[config.mk]
export PLATFORM = sky130hd
export DESIGN_NAME = session_timer_serial_slave
export DESIGN_NICKNAME = d
export VERILOG_FILES = /design/src/hdl/sts_pkg.sv /design/src/hdl/sts_in_stage.sv /design/src/hdl/sts_core.sv /design/src/hdl/sts_out_stage.sv /design/src/hdl/session_timer_serial_slave.sv
export SDC_FILE = /design/constraint.sdc
export NUM_CORES = 1
export LEC_CHECK = 0
export CAP_MARGIN = 20
export CORE_UTILIZATION = 59
export CTS_CLUSTER_DIAMETER = 60
export DETAILED_ROUTE_END_ITERATION = 8
export DONT_BUFFER_PORTS = 1
export PLACE_DENSITY_LB_ADDON = 0.1
export SLEW_MARGIN = 10
export SYNTH_ARGS = -nofsm -noshare
export SYNTH_HDL_FRONTEND = slang
export SYNTH_SLANG_ARGS = --single-unit
[constraint.sdc]
create_clock -name clk -period 8.4 [get_ports clk]
set_input_delay 0.84 -clock clk [delete_from_list [all_inputs] [get_ports clk]]
set_output_delay 0.84 -clock clk [all_outputs]
set_load 0.02 [all_outputs]
[src/hdl/sts_pkg.sv]
// ----------------------------------------------------------------------------
// sts_pkg
// Shared types, codes, reset values and helper functions of the session
// timer serial slave.
// ----------------------------------------------------------------------------
package sts_pkg;

  // input operation codes
  localparam logic OP_BYTE = 1'b0;
  localparam logic OP_TICK = 1'b1;

  // session status codes
  localparam logic [1:0] ST_FREE    = 2'd0;
  localparam logic [1:0] ST_WORKING = 2'd1;
  localparam logic [1:0] ST_COOLING = 2'd2;
  localparam logic [1:0] ST_WAITING = 2'd3;

  // command codes in bits 2..0 of an addressed command byte
  localparam logic [2:0] CMD_STATUS   = 3'd0;
  localparam logic [2:0] CMD_START    = 3'd1;
  localparam logic [2:0] CMD_ARM_PRE  = 3'd2;
  localparam logic [2:0] CMD_ARM_COOL = 3'd3;
  localparam logic [2:0] CMD_ARM_MAIN = 3'd5;

  // configuration register indexes
  localparam logic [1:0] REG_NODE_ADDRESS = 2'd0;
  localparam logic [1:0] REG_MINUTE_LIMIT = 2'd1;
  localparam logic [1:0] REG_LINK_TIMEOUT = 2'd2;
  localparam logic [1:0] REG_START_DELAY  = 2'd3;

  localparam int unsigned CFG_IDX_W  = 2;
  localparam int unsigned CFG_DATA_W = 16;

  // reset values
  localparam logic [3:0]  RST_NODE_ADDRESS = 4'd14;
  localparam logic [15:0] RST_MINUTE_LIMIT = 16'd60000;
  localparam logic [15:0] RST_LINK_TIMEOUT = 16'd1500;
  localparam logic [15:0] RST_START_DELAY  = 16'd2000;
  localparam logic [15:0] RST_LINK_TIMER   = 16'd1000;

  localparam logic [6:0] CHECKSUM_BIAS = 7'd5;

  typedef enum logic [4:0] {
    PH_NONE  = 5'b00001,
    PH_PRE   = 5'b00010,
    PH_MAIN  = 5'b00100,
    PH_COOL  = 5'b01000,
    PH_CHECK = 5'b10000
  } phase_t;

  typedef struct packed {
    logic       operation;
    logic [7:0] rx_byte;
  } item_t;

  typedef struct packed {
    logic       tx_valid;
    logic [7:0] tx_byte;
    logic [1:0] session_status;
    logic [7:0] remaining_minutes;
    logic       relay_main;
    logic       relay_fan;
  } result_t;

  // binary to three bcd digits, tens by reciprocal multiply
  function automatic logic [11:0] to_bcd(input logic [7:0] v);
    logic [15:0] prod;
    logic [4:0]  q;
    logic [7:0]  ones_w;
    logic [1:0]  hund;
    logic [4:0]  tens_w;
    prod   = 16'(v) * 16'd205;
    q      = prod[15:11];
    ones_w = v - 8'(q) * 8'd10;
    if (q >= 5'd20) begin
      hund = 2'd2;
    end else if (q >= 5'd10) begin
      hund = 2'd1;
    end else begin
      hund = 2'd0;
    end
    tens_w = q - 5'(hund) * 5'd10;
    return {2'b00, hund, tens_w[3:0], ones_w[3:0]};
  endfunction

  function automatic logic [1:0] session_status(input logic [7:0] pre,
                                                input logic [7:0] main,
                                                input logic [7:0] cool);
    logic [1:0] s;
    if (pre != 8'd0) begin
      s = ST_WAITING;
    end else if (main != 8'd0) begin
      s = ST_WORKING;
    end else if (cool != 8'd0) begin
      s = ST_COOLING;
    end else begin
      s = ST_FREE;
    end
    return s;
  endfunction

  function automatic logic [7:0] session_minutes(input logic [7:0] pre,
                                                 input logic [7:0] main,
                                                 input logic [7:0] cool);
    logic [7:0] m;
    if (pre != 8'd0) begin
      m = pre;
    end else if (main != 8'd0) begin
      m = main;
    end else begin
      m = cool;
    end
    return m;
  endfunction

endpackage

[src/hdl/sts_in_stage.sv]
// ----------------------------------------------------------------------------
// sts_in_stage
// Input register: holds one accepted item until the core consumes it.
// ----------------------------------------------------------------------------
module sts_in_stage (
  input  logic           clk,
  input  logic           rst_n,
  input  logic           in_valid,
  output logic           in_stall,
  input  sts_pkg::item_t in_item,
  input  logic           advance,
  output logic           item_valid,
  output sts_pkg::item_t item
);

  logic           valid_r;
  sts_pkg::item_t item_r;
  logic           take;

  assign in_stall   = valid_r && !advance;
  assign take       = in_valid && !in_stall;
  assign item_valid = valid_r;
  assign item       = item_r;

  always_ff @(posedge clk) begin
    if (!rst_n) begin
      valid_r <= 1'b0;
    end else if (take) begin
      valid_r <= 1'b1;
    end else if (advance) begin
      valid_r <= 1'b0;
    end
  end

  always_ff @(posedge clk) begin
    if (take) begin
      item_r <= in_item;
    end
  end

endmodule

[src/hdl/sts_core.sv]
// ----------------------------------------------------------------------------
// sts_core
// Session state, configuration registers and the per-item update logic.
// ----------------------------------------------------------------------------
module sts_core (
  input  logic                                 clk,
  input  logic                                 rst_n,
  input  logic                                 cfg_we,
  input  logic [sts_pkg::CFG_IDX_W-1:0]        cfg_index,
  input  logic [sts_pkg::CFG_DATA_W-1:0]       cfg_data,
  input  logic                                 fire,
  input  sts_pkg::item_t                       item,
  output sts_pkg::result_t                     result
);

  logic [3:0]  addr_r;
  logic [15:0] limit_r, lto_r, delay_r;

  logic [7:0]  pre_r, main_r, cool_r, pre_nxt, main_nxt, cool_nxt;
  logic [7:0]  ppre_r, pmain_r, pcool_r, ppre_nxt, pmain_nxt, pcool_nxt;
  sts_pkg::phase_t phase_r, phase_nxt;
  logic [15:0] link_r, link_nxt, ms_r, ms_nxt, hold_r, hold_nxt;

  logic [7:0]  d;
  logic [1:0]  st_now, st_nxt;
  logic [7:0]  min_now, min_nxt;
  logic [11:0] bcd_now;
  logic [6:0]  ck_regs, ck_cool;
  logic [11:0] bcd_pmain;
  logic        upd, tx;
  logic [7:0]  txb;

  always_ff @(posedge clk) begin
    if (!rst_n) begin
      addr_r  <= sts_pkg::RST_NODE_ADDRESS;
      limit_r <= sts_pkg::RST_MINUTE_LIMIT;
      lto_r   <= sts_pkg::RST_LINK_TIMEOUT;
      delay_r <= sts_pkg::RST_START_DELAY;
    end else if (cfg_we) begin
      unique case (cfg_index)
        sts_pkg::REG_NODE_ADDRESS: addr_r  <= cfg_data[3:0];
        sts_pkg::REG_MINUTE_LIMIT: limit_r <= cfg_data;
        sts_pkg::REG_LINK_TIMEOUT: lto_r   <= cfg_data;
        sts_pkg::REG_START_DELAY:  delay_r <= cfg_data;
        default: ;
      endcase
    end
  end

  assign d         = item.rx_byte;
  assign st_now    = sts_pkg::session_status(pre_r, main_r, cool_r);
  assign min_now   = sts_pkg::session_minutes(pre_r, main_r, cool_r);
  assign bcd_now   = sts_pkg::to_bcd(min_now);
  assign bcd_pmain = sts_pkg::to_bcd(pmain_r);
  assign ck_regs   = ppre_r[6:0] + pcool_r[6:0] - bcd_pmain[6:0] - sts_pkg::CHECKSUM_BIAS;
  assign ck_cool   = ppre_r[6:0] + d[6:0] - bcd_pmain[6:0] - sts_pkg::CHECKSUM_BIAS;

  always_comb begin
    pre_nxt   = pre_r;
    main_nxt  = main_r;
    cool_nxt  = cool_r;
    ppre_nxt  = ppre_r;
    pmain_nxt = pmain_r;
    pcool_nxt = pcool_r;
    phase_nxt = phase_r;
    link_nxt  = link_r;
    ms_nxt    = ms_r;
    hold_nxt  = hold_r;
    upd       = 1'b0;
    tx        = 1'b0;
    txb       = 8'd0;
    if (fire) begin
      if (item.operation == sts_pkg::OP_BYTE) begin
        if (d[7]) begin
          if (d[6:3] == addr_r) begin
            link_nxt = lto_r;
            unique case (d[2:0])
              sts_pkg::CMD_STATUS: begin
                tx  = 1'b1;
                txb = {st_now, 6'd0} | bcd_now[7:0];
              end
              sts_pkg::CMD_START: begin
                pre_nxt  = 8'd0;
                hold_nxt = delay_r;
                upd      = 1'b1;
              end
              sts_pkg::CMD_ARM_PRE:  phase_nxt = sts_pkg::PH_PRE;
              sts_pkg::CMD_ARM_MAIN: phase_nxt = sts_pkg::PH_MAIN;
              sts_pkg::CMD_ARM_COOL: phase_nxt = sts_pkg::PH_COOL;
              default: ;
            endcase
          end
        end else begin
          unique case (phase_r)
            sts_pkg::PH_PRE: begin
              ppre_nxt  = d;
              phase_nxt = sts_pkg::PH_NONE;
            end
            sts_pkg::PH_MAIN: begin
              pmain_nxt = 8'(d[7:4]) * 8'd10 + 8'(d[3:0]);
              phase_nxt = sts_pkg::PH_NONE;
            end
            sts_pkg::PH_COOL: begin
              pcool_nxt = d;
              phase_nxt = sts_pkg::PH_CHECK;
              tx        = 1'b1;
              txb       = {1'b0, ck_cool};
            end
            sts_pkg::PH_CHECK: begin
              if (d == {1'b0, ck_regs}) begin
                pre_nxt  = ppre_r;
                main_nxt = pmain_r;
                cool_nxt = pcool_r;
                if (ppre_r == 8'd0 && pmain_r != 8'd0) begin
                  hold_nxt = delay_r;
                end
                upd    = 1'b1;
                ms_nxt = 16'd0;
              end
              phase_nxt = sts_pkg::PH_NONE;
            end
            default: ;
          endcase
        end
      end else begin
        if (hold_r != 16'd0) begin
          hold_nxt = hold_r - 16'd1;
        end
        if (ms_r > limit_r) begin
          ms_nxt = 16'd0;
          if (pre_r != 8'd0) begin
            pre_nxt = pre_r - 8'd1;
            if (pre_r == 8'd1 && main_r != 8'd0) begin
              hold_nxt = delay_r;
            end
          end else if (main_r != 8'd0) begin
            main_nxt = main_r - 8'd1;
          end else if (cool_r != 8'd0) begin
            cool_nxt = cool_r - 8'd1;
          end
        end else begin
          ms_nxt = ms_r + 16'd1;
        end
        if (link_r != 16'd0) begin
          link_nxt = link_r - 16'd1;
          if (link_r == 16'd1) begin
            phase_nxt = sts_pkg::PH_NONE;
            ppre_nxt  = 8'd0;
            pmain_nxt = 8'd0;
            pcool_nxt = 8'd0;
          end
        end
        upd = 1'b1;
      end
    end
    st_nxt  = sts_pkg::session_status(pre_nxt, main_nxt, cool_nxt);
    min_nxt = sts_pkg::session_minutes(pre_nxt, main_nxt, cool_nxt);
    if (upd && (st_nxt == sts_pkg::ST_COOLING || st_nxt == sts_pkg::ST_FREE)) begin
      hold_nxt = 16'd0;
    end
  end

  always_comb begin
    result.tx_valid          = tx;
    result.tx_byte           = txb;
    result.session_status    = st_nxt;
    result.remaining_minutes = min_nxt;
    result.relay_main        = (st_nxt == sts_pkg::ST_WORKING);
    result.relay_fan         = (st_nxt == sts_pkg::ST_WORKING ||
                                st_nxt == sts_pkg::ST_COOLING) && (hold_nxt == 16'd0);
  end

  always_ff @(posedge clk) begin
    if (!rst_n) begin
      pre_r   <= 8'd0;
      main_r  <= 8'd0;
      cool_r  <= 8'd0;
      ppre_r  <= 8'd0;
      pmain_r <= 8'd0;
      pcool_r <= 8'd0;
      phase_r <= sts_pkg::PH_NONE;
      link_r  <= sts_pkg::RST_LINK_TIMER;
      ms_r    <= 16'd0;
      hold_r  <= 16'd0;
    end else begin
      pre_r   <= pre_nxt;
      main_r  <= main_nxt;
      cool_r  <= cool_nxt;
      ppre_r  <= ppre_nxt;
      pmain_r <= pmain_nxt;
      pcool_r <= pcool_nxt;
      phase_r <= phase_nxt;
      link_r  <= link_nxt;
      ms_r    <= ms_nxt;
      hold_r  <= hold_nxt;
    end
  end

endmodule

[src/hdl/sts_out_stage.sv]
// ----------------------------------------------------------------------------
// sts_out_stage
// Result register: holds one result item until the receiver takes it.
// ----------------------------------------------------------------------------
module sts_out_stage (
  input  logic             clk,
  input  logic             rst_n,
  input  logic             load,
  input  sts_pkg::result_t result,
  output logic             room,
  output logic             out_valid,
  input  logic             out_stall,
  output sts_pkg::result_t out_result
);

  logic             valid_r;
  sts_pkg::result_t result_r;

  assign room       = !valid_r || !out_stall;
  assign out_valid  = valid_r;
  assign out_result = result_r;

  always_ff @(posedge clk) begin
    if (!rst_n) begin
      valid_r <= 1'b0;
    end else if (load) begin
      valid_r <= 1'b1;
    end else if (!out_stall) begin
      valid_r <= 1'b0;
    end
  end

  always_ff @(posedge clk) begin
    if (load) begin
      result_r <= result;
    end
  end

endmodule

[src/hdl/session_timer_serial_slave.sv]
// ----------------------------------------------------------------------------
// session_timer_serial_slave
// Addressed serial slave running a pre/main/cool session timer.
//
// The input channel (in_valid/in_stall) takes one item per cycle while
// in_stall is low: a received byte or a millisecond tick. Each item yields
// exactly one result item on the output channel (out_valid/out_stall)
// carrying the optional reply byte, the session status, the remaining
// minutes and the two relay states. An accepted item sits in the input
// register and passes the update logic into the result register, where
// out_valid shows it until the receiver takes it.
// The state update keeps pace with one item per cycle while out_stall is low.
// When the receiver stalls, the result register holds and the input register
// keeps one more item; after that in_stall rises until the result is taken.
// The configuration channel (cfg_valid/cfg_ready, cfg_index, cfg_data) is
// always ready and writes one register per handshake.
// Synchronous reset loads the default address, limits and an idle session,
// and empties both registers.
// ----------------------------------------------------------------------------
module session_timer_serial_slave (
  input  logic        clk,
  input  logic        rst_n,
  input  logic        cfg_valid,
  output logic        cfg_ready,
  input  logic [1:0]  cfg_index,
  input  logic [15:0] cfg_data,
  input  logic        in_valid,
  output logic        in_stall,
  input  logic        in_operation,
  input  logic [7:0]  in_rx_byte,
  output logic        out_valid,
  input  logic        out_stall,
  output logic        out_tx_valid,
  output logic [7:0]  out_tx_byte,
  output logic [1:0]  out_session_status,
  output logic [7:0]  out_remaining_minutes,
  output logic        out_relay_main,
  output logic        out_relay_fan
);

  sts_pkg::item_t   in_item, item;
  sts_pkg::result_t result, out_result;
  logic             item_valid, room, advance;

  assign cfg_ready = 1'b1;

  assign in_item.operation = in_operation;
  assign in_item.rx_byte   = in_rx_byte;
  assign advance           = item_valid && room;

  sts_in_stage u_in (
    .clk        (clk),
    .rst_n      (rst_n),
    .in_valid   (in_valid),
    .in_stall   (in_stall),
    .in_item    (in_item),
    .advance    (advance),
    .item_valid (item_valid),
    .item       (item)
  );

  sts_core u_core (
    .clk       (clk),
    .rst_n     (rst_n),
    .cfg_we    (cfg_valid),
    .cfg_index (cfg_index),
    .cfg_data  (cfg_data),
    .fire      (advance),
    .item      (item),
    .result    (result)
  );

  sts_out_stage u_out (
    .clk        (clk),
    .rst_n      (rst_n),
    .load       (advance),
    .result     (result),
    .room       (room),
    .out_valid  (out_valid),
    .out_stall  (out_stall),
    .out_result (out_result)
  );

  assign out_tx_valid          = out_result.tx_valid;
  assign out_tx_byte           = out_result.tx_byte;
  assign out_session_status    = out_result.session_status;
  assign out_remaining_minutes = out_result.remaining_minutes;
  assign out_relay_main        = out_result.relay_main;
  assign out_relay_fan         = out_result.relay_fan;

endmodule
Word-level counts from Yosys, hierarchy flattened --
Index checks and enable logic that the tools add are counted.
Operators by class: bitwise operators 1, equal/unequal tests 23, order comparisons 5, reductions and logical operators 48, multiply operators 7, add/sub/neg operators 17, multiplexer cells 99
Operators by type and width (count):
- 16-bit two-way mux | 22
- 8-bit two-way mux | 44
- 8-bit nonzero test | 7
- 8-bit by 8-bit multiplier with 16-bit output, second input constant | 2
- 16-bit nonzero test | 2
- 16-bit by 1-bit subtractor with 16-bit output, second input constant | 2
- 5-bit two-way mux | 5
- 8-bit by 1-bit subtractor with 8-bit output, second input constant | 3
- 1-bit two-way mux | 17
- 16-bit by 1-bit adder with 16-bit output, second input constant | 1
- 16-bit by 1-bit equality test with 1-bit output, second input constant | 1
- 16-bit > comparator | 1
- 16-bit zero test | 1
- 2-bit two-way mux | 8
- 2-bit nonzero test | 8
- 5-bit case mux with 3 select lines | 1
- 5-bit AND reduction | 3
- 7-bit adder | 2
- 7-bit by 3-bit subtractor with 7-bit output, second input constant | 2
- 7-bit subtractor | 2
- 4-bit subtractor | 3
- 5-bit by 4-bit greater-or-equal comparator with 1-bit output, second input constant | 2
- 5-bit greater-or-equal comparator, second input constant | 2
- 5-bit by 3-bit multiplier with 3-bit output, second input constant | 2
- other kinds (34) | 57
Word-level totals: register bits 185, word-level logic and storage cells 224, bits of input ports 32

Depth between registers and ports, before layout --
depth after elaboration 24, gate-level depth with buffers 39, gate-level depth less buffers 36

Hierarchy --
From an unflattened synthesis, not the netlist that was laid out.
Second synthesis, totals: cell total of the unflattened synthesis 1765, area, all modules 14331.2 um^2
Modules (own cells, without submodules):
- sts_core | area each 13330.3 um^2, cells an instance 1724, instances 1, seq. area each 3022.9 um^2
- sts_out_stage | area each 665.6 um^2, cells an instance 25, instances 1, seq. area each 650.6 um^2
- sts_in_stage | area each 317.8 um^2, cells an instance 13, instances 1, seq. area each 290.3 um^2
- session_timer_serial_slave | area each 17.5 um^2, cells an instance 3, instances 1, seq. area each 0.0 um^2

Worst setup path before layout --
No wires, ideal clock.
path kind register to register, from register u_core.pmain_r[0], to register u_out.result_r (netlist bit u_out.out_result[0]), data pin, slack -0.330 ns, arrival time 8.453 ns, path buffers 1, library setup time 0.277 ns, clock period less this slack 8.730 ns, cell stages (with the launch flop) 38, path through dfxtp_1 inv_1 ha_1 ha_1 inv_1 fa_1 inv_1 fa_1 ha_1 a21oi_1 and2_1 and2_1 o21ai_0 a21oi_1 xor2_1 inv_1 fa_1 xnor2_1 [... 2 more ...] ha_1 inv_1 fa_1 fa_1 a21o_1 a21oi_1 xor2_1 nand2b_1 a211oi_1 a32oi_2 and4_1 buf_2 a21oi_1 a31oi_1 or3_1 or3_1 nor2_1 a211oi_1
RTL lines:
- start: declaration | line sts_core.sv:20 | logic [7:0] ppre_r, pmain_r, pcool_r, ppre_nxt, pmain_nxt, pcool_nxt;
- start signal: assignment | line sts_core.sv:190 | pmain_r <= pmain_nxt;
- end signal: assignment | line sts_out_stage.sv:35 | result_r <= result;
- end: declaration | line sts_out_stage.sv:17 | sts_pkg::result_t result_r;

==> out/qor.yml <==
status: "complete, but fails checks"
violations: "setup timing"
worstSetupPathType: "reg2reg"
r2r.worst_path.cells: 37
min_path_cells: 2
drc_errors: 0
fp-row-count: 56
clkLatencyLatePin_ps: 440
max_clock_freq_ghz: 0.119
groute.usage.overall_pct: 34.3
hold_viol: 0
fin_ws_ps: -7.39
drive_gt1_share_pct: 15.2
yosys_register_bits: 183
timing.critical_path.slowest_cell_delay_ps: 580
routed-via-count: 13200
slew_headroom_pct: 26.8
num-nets-final: 2036
period_needed_ps: 8410
fin_util_pct: 69.8
cp.required_ps: 8680
fp.dieH_um: 158
clock_tree_from_tritoncts: "yes"
clock-skew-final_ps: 11.0
layout_worst_path_cycle_share_pct: 100
antenna_found_initial: 0
clock_tree.buffer_depth: 2
p_per_area_nw_per_um2: 132
p_leak_nw: 7.34
area.growth.synth_to_final_pct: 15.2
core_area_um2: 23600
fin_total_pwr_mw: 2.18
worst_setup_hold_path_clk_slew_ps: 70
clock-sinks: 183
worst_hold_slack_ps: 459
clockRootBuffer: "sky130_fd_sc_hd__clkbuf_16"
syn_avg_cell_area_um2: 8.17
most-common-layout-cells: "sky130_fd_sc_hd__nand2_1 (209), sky130_fd_sc_hd__nor2_1 (184), sky130_fd_sc_hd__dfxtp_1 (146)"
grt_max_degree: 52
synth_cells: 1753
arrival_ps: 8680
layout_commonest_cell: "sky130_fd_sc_hd__nand2_1"
grt_pass1_wl_um: 66100
wl_per_cell_um: 19.5
setup_violations: 1
synth.distinct_cells: 82
floorplan.io_pins: 56
initial_core_util_pct: 60.6
port_buffers: 0
timing.max_cap.violations: 0
worstSetupStartpointType: "register"
crit_path_max_fanout: 7
dp.final_hpwl_um: 31400
number_of_global_route_vias_before_repair: 12800
max_slew_violation_count: 0
ys_dominant_reg_cell: "sky130_fd_sc_hd__dfxtp_1"
synth_edf_count: 30
gr-total-overflow: 0
vias_per_cell: 6.16
path_common_cell: "sky130_fd_sc_hd__fa_1"
die-width_um: 158
gpl.final_weighted_congestion: 0.968
number_of_iterations_in_the_first_detailed_routing_pass: 6
tritoncts.num_buffers: 17
number_of_nets_with_antenna_violations_after_routing: 0
diodes: 0
max-vdd-ir-drop_mv: 0.137
mappedNetlistNets: 1972
postRouteWirelength_um: 42000
crit_path_top_delay_cell: "sky130_fd_sc_hd__fa_1"
register_area_share_after_synthesis_pct: 27.7
place_ws_ps: -427
hold_path.class: "reg2reg"
yosys_warnings: 0
clock_tree.htree_level_count: 4
worstMarginPinSlew_ps: 1090
drt_iter0_drc: 1102
rsz0062_at_grt: "true"
dieArea_um2: 24900
critPathCaptureType: "register"
synthesis.area_um2: 14300
asr_flop_ratio_synth_pct: 0
[cell type report]
cell class                 count  area, um^2
timing repair buffer         126         991
clock inverter                14         159
clock buffer                  18         439
multi-input combinational   1335        9940
fill                        1925        7120
tap                          319         399
inverter                     154         581
sequential                   183        3980
[logic make-up after synthesis]
family / Yosys count / synth area share [%]
buffers and inverters: 235 / 6.51
other: 1 / 0.0262
and+or+nand+nor: 629 / 20.5
muxes: 48 / 3.42
DFF: 183 / 27.7
xor gates and xnor gates: 82 / 5.02
AOI/OAI and AO/OA: 388 / 18.5
adders and majority gates: 187 / 18.4
[final timing paths]
path / startpoint / to / slack [ps]
setup reg to reg: u_core.pmain_r[5]$_SDFFE_PN0P_ / u_out.out_result[5]$_DFFE_PP_ / -7
setup / recovery: u_core.pmain_r[5]$_SDFFE_PN0P_ / u_out.out_result[5]$_DFFE_PP_ / -7
hold / removal: u_core.limit_r[4]$_SDFFE_PN0P_ / u_core.limit_r[4]$_SDFFE_PN0P_ / 460
hold reg to reg: u_core.limit_r[4]$_SDFFE_PN0P_ / u_core.limit_r[4]$_SDFFE_PN0P_ / 460
[timing repair]
action / CTS / global route
gates resized for setup: 45 / 57
buffers inserted: 6 / 6
hold endpoints to repair: 0 / 0
setup endpoints to repair: 32 / 44
hold buffers: 0 / 0
pin swaps: 26 / 26
[critical path, delay by kind of cell, from the launching register on]
family,cells,cell delay [ps]
buffers and inverters,9,960
AO/OA/AOI/OAI,12,2420
adder cells (fa/ha/maj),9,3220
XOR/XNOR,2,310
AND/OR/NAND/NOR,5,970
flip-flops,1,360
[cells in the mapped netlist, drive strengths merged (7+ instances only)]
cell type	n	area, um^2
a22oi	8	60.1
mux2	7	78.8
a31oi	17	106
a211oi	8	60.1
o21a	12	90.1
buf	20	125
inv	154	578
o221ai	15	169
mux2i	41	410
edfxtp	30	901
fa	39	781
nor2	185	694
a21o	19	143
a21oi	125	633
nand2b	8	50.1
nor4	18	119
o31ai	8	60.1
o22ai	19	125
o21bai	10	75.1
o211ai	21	158
dfxtp	153	3060
ha	148	1850
nor2b	11	68.8
and4	8	70.1
clkbuf	61	229
o21ai	60	304
and2	12	75.1
nor3	38	200
nand2	209	785
nand4b	7	61.3
xnor2	44	385
and3	18	113
xor2	38	333
or3	19	119
or4	7	52.6
nand4	22	144
nand3	48	240
[stage by stage]
stage | TNS (ps) | cell area, um^2 | std cells
after global placement | -2850 | 15300 | 2105
after floorplan | 0 | 14400 | 1753
after CTS | -11.2 | 16200 | 2143
after detailed placement | -9510 | 15300 | 2105
after global routing | -8810 | 16500 | 2149
final | -7.39 | 16500 | 2149
[state kept, by name (all words and copies together) (netlist names), 7 cells and up]
| name | cells |
|---|---|
| u_core.cool_r | 8 |
| u_out.out_result | 21 |
| u_core.link_r | 16 |
| u_core.lto_r | 16 |
| u_core.pcool_r | 7 |
| u_core.limit_r | 16 |
| u_core.delay_r | 16 |
| u_core.main_r | 8 |
| u_core.ppre_r | 7 |
| u_core.ms_r | 16 |
| u_core.pmain_r | 8 |
| u_core.pre_r | 8 |
| u_in.item | 9 |
| u_core.hold_r | 16 |
[metal layers]
layer	part of all wire [%]	GRT usage (%)	wire [um]	vias up
met3	6.0	4.76	2540	136
met4	4.6	16.7	1920	0
li1	-	-	-	6319
met2	47	58.7	19900	525
met1	42	42.2	17700	6259
met5	0	0	0	-
[where the power goes]
group / internal (mW) / switching, mW / total, mW
combinational: 0.168 / 0.223 / 0.391
clock: 0.433 / 0.401 / 0.834
sequential: 0.917 / 0.0385 / 0.956
No activity file was read; power rests on OpenSTA's default activity.
